File: src/hw/rtl/lru_page_replacement_macros.svh
// Assertion helpers; clk and rst are taken from the scope of the use.
`ifndef LRU_PAGE_REPLACEMENT_MACROS_SVH
`define LRU_PAGE_REPLACEMENT_MACROS_SVH

// cons must hold in the same cycle as ante
`define LRU_ASSERT_SAME(label, ante, cons, msg) \
  label: assert property (@(posedge clk) disable iff (rst) (ante) |-> (cons)) \
    else $error(msg);

// cons must hold in the cycle after ante
`define LRU_ASSERT_NEXT(label, ante, cons, msg) \
  label: assert property (@(posedge clk) disable iff (rst) (ante) |=> (cons)) \
    else $error(msg);

`endif

File: src/hw/rtl/lru_pkg.sv
package lru_pkg;

  localparam int MAX_FRAMES = 16;
  localparam int PAGE_BITS  = 16;
  localparam int IDX_W      = $clog2(MAX_FRAMES);
  localparam int CNT_W      = $clog2(MAX_FRAMES + 1);
  localparam int AGE_W      = 4;
  localparam int FAULT_W    = 16;
  localparam int CFG_W      = 5;
  localparam int APB_DATA_W = 32;
  localparam int APB_ADDR_W = 3;

  localparam logic [AGE_W-1:0] AGE_MAX    = '1;
  localparam logic [CFG_W-1:0] CFG_RESET  = CFG_W'(4);
  localparam logic [CNT_W-1:0] FRAMES_MAX = CNT_W'(MAX_FRAMES);

  // register index, taken from paddr above the byte offset
  localparam logic [APB_ADDR_W-3:0] REG_FRAMES_IN_USE = '0;

  typedef enum logic {
    ST_IDLE,
    ST_SEARCH
  } lru_state_t;

  // search token handed from cell to cell
  typedef struct packed {
    logic                 vld;
    logic [PAGE_BITS-1:0] page;
    logic [CNT_W-1:0]     n;
    logic                 hit_fnd;
    logic [IDX_W-1:0]     hit_idx;
    logic [AGE_W-1:0]     hit_age;
    logic                 emp_fnd;
    logic [IDX_W-1:0]     emp_idx;
    logic [AGE_W-1:0]     best_age;
    logic [IDX_W-1:0]     best_idx;
    logic [PAGE_BITS-1:0] best_page;
  } lru_carry_t;

  // update broadcast to every cell once the search is done
  typedef struct packed {
    logic                 vld;
    logic [IDX_W-1:0]     idx;
    logic [AGE_W-1:0]     age;
    logic                 age_all;
    logic                 fill;
    logic                 wr_page;
    logic [PAGE_BITS-1:0] page;
    logic [CNT_W-1:0]     n;
  } lru_upd_t;

endpackage

File: src/hw/rtl/lru_cell.sv
module lru_cell import lru_pkg::*; (
  input  logic             clk,
  input  logic             rst,
  input  logic [IDX_W-1:0] cell_idx,
  input  lru_carry_t       carry_in,
  output lru_carry_t       carry_out,
  input  lru_upd_t         upd
);

  logic [PAGE_BITS-1:0] frame_page;
  logic                 frame_valid;
  logic [AGE_W-1:0]     frame_age;

  lru_carry_t carry_next;
  logic       srch_active;
  logic       upd_active;
  logic       upd_mine;

  assign srch_active = {1'b0, cell_idx} < carry_in.n;
  assign upd_active  = upd.vld && ({1'b0, cell_idx} < upd.n);
  assign upd_mine    = upd.idx == cell_idx;

  always_comb begin
    carry_next = carry_in;
    if (carry_in.vld && srch_active) begin
      if (frame_valid && frame_page == carry_in.page && !carry_in.hit_fnd) begin
        carry_next.hit_fnd = 1'b1;
        carry_next.hit_idx = cell_idx;
        carry_next.hit_age = frame_age;
      end
      if (!frame_valid && !carry_in.emp_fnd) begin
        carry_next.emp_fnd = 1'b1;
        carry_next.emp_idx = cell_idx;
      end
      // oldest frame, first index wins on ties; frame 0 always seeds the pick
      if (cell_idx == '0 || frame_age > carry_in.best_age) begin
        carry_next.best_age  = frame_age;
        carry_next.best_idx  = cell_idx;
        carry_next.best_page = frame_page;
      end
    end
  end

  always_ff @(posedge clk) begin
    if (rst) begin
      carry_out <= '0;
    end else begin
      carry_out <= carry_next;
    end
  end

  always_ff @(posedge clk) begin
    if (rst) begin
      frame_valid <= 1'b0;
      frame_age   <= '0;
    end else if (upd_active) begin
      if (upd_mine) begin
        frame_age <= '0;
        if (upd.fill) begin
          frame_valid <= 1'b1;
        end
      end else if (frame_valid && (upd.age_all || frame_age < upd.age) &&
                   frame_age != AGE_MAX) begin
        frame_age <= frame_age + 1'b1;
      end
    end
  end

  always_ff @(posedge clk) begin
    if (upd_active && upd_mine && upd.wr_page) begin
      frame_page <= upd.page;
    end
  end

endmodule

File: src/hw/rtl/lru_page_replacement.sv
// Channel   | Handshake              | Payload
// ----------+------------------------+------------------------------------------
// item in   | start & !busy          | page_number
// result    | done (one-cycle pulse) | hit, frame_index, evicted_valid,
//           |                        | evicted_page, fault_count
// config    | APB write              | frames_in_use at paddr 0
//
// For each item the seed register takes it, the search token walks the 16
// frame cells one cell per cycle, the decision is registered together with
// done, and the cells apply the update on the edge that also accepts the
// next item. A new item is taken only once the last one is decided.
// rst is synchronous, active high; frame ages, valid marks and the miss
// count clear at once, no clearing pass.
// Results cannot be stalled: done marks them for exactly one cycle.
`include "lru_page_replacement_macros.svh"

module lru_page_replacement import lru_pkg::*; (
  input  logic                  clk,
  input  logic                  rst,
  input  logic                  start,
  output logic                  busy,
  input  logic [PAGE_BITS-1:0]  page_number,
  output logic                  done,
  output logic                  hit,
  output logic [IDX_W-1:0]      frame_index,
  output logic                  evicted_valid,
  output logic [PAGE_BITS-1:0]  evicted_page,
  output logic [FAULT_W-1:0]    fault_count,
  input  logic                  psel,
  input  logic                  penable,
  input  logic                  pwrite,
  input  logic [APB_ADDR_W-1:0] paddr,
  input  logic [APB_DATA_W-1:0] pwdata,
  output logic [APB_DATA_W-1:0] prdata,
  output logic                  pready
);

  lru_state_t state, state_next;

  logic [CFG_W-1:0]   frames_in_use;
  logic [FAULT_W-1:0] miss_total;
  logic [FAULT_W-1:0] miss_next;

  lru_carry_t seed, seed_next;
  lru_carry_t chain [MAX_FRAMES];
  lru_carry_t last;
  lru_upd_t   upd, upd_next;

  logic [CNT_W-1:0]      n_active;
  logic                  accept;
  logic                  decide;
  logic [MAX_FRAMES-1:0] tok;
  logic [MAX_FRAMES:0]   all_tok;

  // ---------------- configuration port ----------------
  assign pready = 1'b1;

  always_ff @(posedge clk) begin
    if (rst) begin
      frames_in_use <= CFG_RESET;
    end else if (psel && penable && pwrite && pready) begin
      unique case (paddr[APB_ADDR_W-1:2])
        REG_FRAMES_IN_USE: frames_in_use <= pwdata[CFG_W-1:0];
        default: ;
      endcase
    end
  end

  always_comb begin
    unique case (paddr[APB_ADDR_W-1:2])
      REG_FRAMES_IN_USE: prdata = APB_DATA_W'(frames_in_use);
      default:           prdata = '0;
    endcase
  end

  // ---------------- control ----------------
  always_ff @(posedge clk) begin
    if (rst) begin
      state <= ST_IDLE;
    end else begin
      state <= state_next;
    end
  end

  always_comb begin
    state_next = state;
    busy       = 1'b0;
    unique case (state)
      ST_IDLE: begin
        if (start) begin
          state_next = ST_SEARCH;
        end
      end
      ST_SEARCH: begin
        busy = 1'b1;
        if (last.vld) begin
          state_next = ST_IDLE;
        end
      end
      default: state_next = ST_IDLE;
    endcase
  end

  assign accept = start && !busy;
  assign decide = (state == ST_SEARCH) && last.vld;

  // clamp the frame count to 1..MAX_FRAMES
  always_comb begin
    if (frames_in_use == '0) begin
      n_active = CNT_W'(1);
    end else if (CNT_W'(frames_in_use) > FRAMES_MAX) begin
      n_active = FRAMES_MAX;
    end else begin
      n_active = CNT_W'(frames_in_use);
    end
  end

  always_comb begin
    seed_next           = '0;
    seed_next.vld       = accept;
    seed_next.page      = page_number;
    seed_next.n         = n_active;
  end

  always_ff @(posedge clk) begin
    if (rst) begin
      seed <= '0;
    end else begin
      seed <= seed_next;
    end
  end

  // ---------------- cell row ----------------
  for (genvar g = 0; g < MAX_FRAMES; g++) begin : g_cell
    if (g == 0) begin : g_head
      lru_cell u_cell (
        .clk       (clk),
        .rst       (rst),
        .cell_idx  (IDX_W'(g)),
        .carry_in  (seed),
        .carry_out (chain[g]),
        .upd       (upd)
      );
    end else begin : g_body
      lru_cell u_cell (
        .clk       (clk),
        .rst       (rst),
        .cell_idx  (IDX_W'(g)),
        .carry_in  (chain[g-1]),
        .carry_out (chain[g]),
        .upd       (upd)
      );
    end
    assign tok[g] = chain[g].vld;
  end

  assign last    = chain[MAX_FRAMES-1];
  assign all_tok = {tok, seed.vld};

  // ---------------- decision ----------------
  always_comb begin
    upd_next      = '0;
    upd_next.vld  = decide;
    upd_next.page = last.page;
    upd_next.n    = last.n;
    if (last.hit_fnd) begin
      upd_next.idx = last.hit_idx;
      upd_next.age = last.hit_age;
    end else if (last.emp_fnd) begin
      upd_next.idx     = last.emp_idx;
      upd_next.age_all = 1'b1;
      upd_next.fill    = 1'b1;
      upd_next.wr_page = 1'b1;
    end else begin
      upd_next.idx     = last.best_idx;
      upd_next.age     = last.best_age;
      upd_next.wr_page = 1'b1;
    end
  end

  assign miss_next = (!last.hit_fnd && miss_total != '1) ? miss_total + 1'b1 : miss_total;

  always_ff @(posedge clk) begin
    if (rst) begin
      upd        <= '0;
      done       <= 1'b0;
      miss_total <= '0;
    end else begin
      upd  <= upd_next;
      done <= decide;
      if (decide) begin
        miss_total <= miss_next;
      end
    end
  end

  always_ff @(posedge clk) begin
    if (decide) begin
      hit           <= last.hit_fnd;
      frame_index   <= upd_next.idx;
      evicted_valid <= !last.hit_fnd && !last.emp_fnd;
      evicted_page  <= (!last.hit_fnd && !last.emp_fnd) ? last.best_page : '0;
    end
  end

  assign fault_count = miss_total;

  // ---------------- checks ----------------
  `LRU_ASSERT_SAME(a_one_token, 1'b1, $onehot0(all_tok), "more than one search token in flight")
  `LRU_ASSERT_SAME(a_hit_no_evict, done && hit, !evicted_valid, "hit reported with an eviction")
  `LRU_ASSERT_NEXT(a_accept_busy, start && !busy, busy, "accepted item did not raise busy")
  `LRU_ASSERT_SAME(a_miss_counted, done && !hit, fault_count != '0, "miss left fault count at zero")

endmodule

File: config.mk
export PLATFORM = sky130hd
export DESIGN_NAME = lru_page_replacement
export DESIGN_NICKNAME = d
export VERILOG_FILES = /design/src/hw/rtl/lru_pkg.sv /design/src/hw/rtl/lru_cell.sv /design/src/hw/rtl/lru_page_replacement.sv
export VERILOG_INCLUDE_DIRS = /design/src /design/src/hw/rtl
export SDC_FILE = /design/constraint.sdc
export NUM_CORES = 2
export LEC_CHECK = 0
export BUFFER_PORTS_ARGS = -buffer_cell sky130_fd_sc_hd__buf_2
export CORE_UTILIZATION = 40
export CTS_CLUSTER_DIAMETER = 30
export DETAILED_ROUTE_END_ITERATION = 8
export PLACE_DENSITY_LB_ADDON = 0.15
export SYNTH_ARGS = -nofsm -noshare
export SYNTH_HDL_FRONTEND = slang
export SYNTH_HIERARCHICAL = 1
export SYNTH_SLANG_ARGS = --single-unit
File: constraint.sdc
create_clock -name clk -period 5.4 [get_ports clk]
set_input_delay 0.27 -clock clk [delete_from_list [all_inputs] [get_ports clk]]
set_output_delay 0.27 -clock clk [all_outputs]
set_load 0.005 [all_outputs]
==> metrics.csv <==
metric;value;unit
top_reg_cell synth;dfxtp_1;
Final nets;6795;
PwrDens;416;mW/mm^2
number of synthesized flops with an enable pin;278;
Clock transition at path regs;50;ps
sequential cell area;0.0307;mm^2
Gate Count Post-Synth;5847;
IO Pins;130;
Unique masters post-synth;62;
Cell Int Power;0.0244;W
vias in the first global route;43924;
commonest non-fill, non-tap cell in the layout;dfxtp_1;
Post-Syn Area;0.0589;mm^2
Die H;386;um
clock root cell;clkbuf_16;
area of the multi-input gates;0.0278;mm^2
post-DR wirelength/cell;17.8;um
Worst EP arrival;3630;ps
final WL;155000;um
TritonCTS clock tree;yes;
core footprint;0.146;mm^2
Crit. End Element;register;
unrepaired setup endpoints after global routing;false;
Post-DP HPWL;109000;um
leading area contributor after synthesis;dfxtp_1;
layout cells sized above 1;11.6;%
port bufs;72;
combinational power share;2.4;%
NetSw;0.00643;W
Final min period;3170;ps
Startpoint Class;register;
post-synth top area share;37.9;%
power share of the clock group;62.7;%
initial drt markers;3309;
CP Class;reg2reg;
full die area;0.149;mm^2
initial antenna violation count;1;
Leak;27.8;nW
area grow syn2layout;25.6;%
Tightest Hold Check Type;in2reg;
Worst Path Required;5860;ps
fin util;50.7;%
GP Congestion;0.835;
FF+latch count, synth;1394;
maximum clock insertion buffer count;4;
final hold vios;0;
residual DRC count;0;
Fillers;13185;
clk_skew;62.1;ps
vias;44282;
grt ovf;0;
most frequent cells in the layout;1,112 x dfxtp_1, 678 x a21oi_1, 519 x conb_1;
TritonCTS Buffers;318;
largest fanout on the critical path;16;
Initial Util;40.4;%
largest net degree at the start of global routing;222;
CTS Sinks;1394;
Worst VDD drop;0.000375;V
sw frac;20.9;%
post-route clock period utilization;58.8;%
Reg power frac;34.8;%
outcome;completed;
all-layer global routing usage;20.7;%
warnings from Yosys;6;
clk_lat worst skew;900;ps
DR pass1 iterations;5;
Slew HR;16.1;%
Synth area leaders;dfxtp_1 38%, edfxtp_1 14%, a21oi_1 5.9%;
syn_area_per_cell;10.1;um^2
vias per cell;5.11;
H-tree depth;5;
register area share after synthesis;52.1;%
first-pass GRT wire length;242000;um
setup TNS;0;ps
Cell Rows;140;
Die Width;386;um
fraction of registers with async set or reset after synthesis;0;%
Final Max Slew Viols;0;
worst-margin pin slew;1260;ps
max-cap violations;0;
antenna viol nets, final;0;
highest clock rate;315;MHz
Worst R2R Setup Slack;2230;ps
setup violators final;0;
power groups by stage:
| stage | clock network (W) | logic (W) | registers (W) |
|---|---|---|---|
| global placement | 0 | 0.000699 | 0.0109 |
| floorplan | 0 | 0.000564 | 0.0109 |
| CTS | 0.0197 | 0.000730 | 0.0107 |
| global route | 0.0202 | 0.000844 | 0.0107 |
| detailed placement | 0 | 0.000711 | 0.0109 |
| finish | 0.0193 | 0.000749 | 0.0107 |
cell families (layout without fill, tap and decap cells):
family	Yosys count	count (layout)	synth area share (%)
other	2	520	0.0127
adders and majority gates	225	225	4.78
buffers and inverters	614	1006	4.24
muxes	110	110	1.88
AOI/OAI and AO/OA	1565	1565	16.1
DFF	1394	1394	52.1
xor gates and xnor gates	320	320	4.76
and+or+nand+nor	1617	1617	16.2
synth_stat cells, drive strengths merged (2+ instances only):
| library cell | n |
|---|---|
| dfxtp | 1116 |
| a21oi | 710 |
| o21ai | 533 |
| nand3 | 475 |
| nor2b | 425 |
| inv | 287 |
| edfxtp | 278 |
| ha | 225 |
| nor2 | 217 |
| clkbuf | 208 |
| xnor2 | 192 |
| xor2 | 128 |
| buf | 119 |
| nand4b | 117 |
| o31ai | 114 |
| mux2i | 105 |
| nand2b | 65 |
| nand4 | 56 |
| nor4 | 52 |
| nand2 | 39 |
| and2 | 37 |
| a21o | 36 |
| and3 | 36 |
| a31oi | 32 |
| or3 | 32 |
| o21a | 30 |
| nor3 | 26 |
| nor3b | 20 |
| a2111oi | 17 |
| a211oi | 17 |
| o211a | 16 |
| o211ai | 16 |
| or4 | 15 |
| a21boi | 12 |
| o2111a | 12 |
| o2111ai | 12 |
| mux2 | 5 |
| a22oi | 4 |
| conb | 2 |
| nor4b | 2 |
| o21ba | 2 |
per-layer routing:
layer | wire (um) | global-route usage, %
met1 | 78000 | 30.7
met2 | 63300 | 29.3
met3 | 10000 | 4.84
met4 | 3300 | 6.59
met5 | 0 | 0
final cells by class:
type,instances,share of cell area (%)
multi-input combinational,4356,37.5
sequential,1394,41.5
clock inverter,157,2.73
clock buffer,406,12.0
tap,1917,3.24
antenna,1,0.00338
inverter,287,1.46
timing repair buffer,156,1.52
registers in the layout, summed over array words and instances, names as in the netlist, 15 cells and up:
name and count:
g_cell.g_body.u_cell/carry_out 900, fault_count 16, g_cell.g_head.u_cell/frame_page 16, g_cell.g_head.u_cell/carry_out 60, g_cell.g_body.u_cell/frame_valid 15, seed 21
evicted_page 16, g_cell.g_body.u_cell/frame_age 60, g_cell.g_body.u_cell/frame_page 240, upd 32
metrics by stage:
stage               std cells  area (um^2)  power [W]  setup slack [ps]  hold WS, ps
global placement         8082        62800     0.0116              2340          416
detailed placement       8082        62800     0.0116              2280          423
floorplan                6364        60900     0.0115              3070          398
global route             8673        74000     0.0318              2080          140
CTS                      8673        74000     0.0311              2220         82.3
finish                   8674        74000     0.0308              2230          143
critical path, cell delays in order (launching register included):
cell and delay [ps]:
dfxtp_1 870, buf_4 270, inv_1 50, ha_1 270, nor2b_1 150, a21oi_1 250
and3_1 850
final timing paths:
| path | start | to | cells past startpoint |
|---|---|---|---|
| max | upd[3]$_SDFF_PP0_ | g_cell[4].g_body.u_cell/frame_page[5]$_DFFE_PP_ | 6 |
| max reg2reg | upd[3]$_SDFF_PP0_ | g_cell[4].g_body.u_cell/frame_page[5]$_DFFE_PP_ | 6 |
| min | page_number[15] | seed[58]$_SDFF_PP0_ | 3 |
| min reg2reg | g_cell[6].g_body.u_cell/carry_out[37]$_SDFF_PP0_ | g_cell[7].g_body.u_cell/carry_out[37]$_SDFF_PP0_ | 2 |
repair_timing:
action | in CTS | in global routing
hold buffers | 28 | 0
endpoints found under the hold margin | 102 | 0
buffers inserted | 0 | 0
resized for setup | 0 | 0
setup endpoints to repair | 0 | 0
No activity file was read; power rests on OpenSTA's default activity.
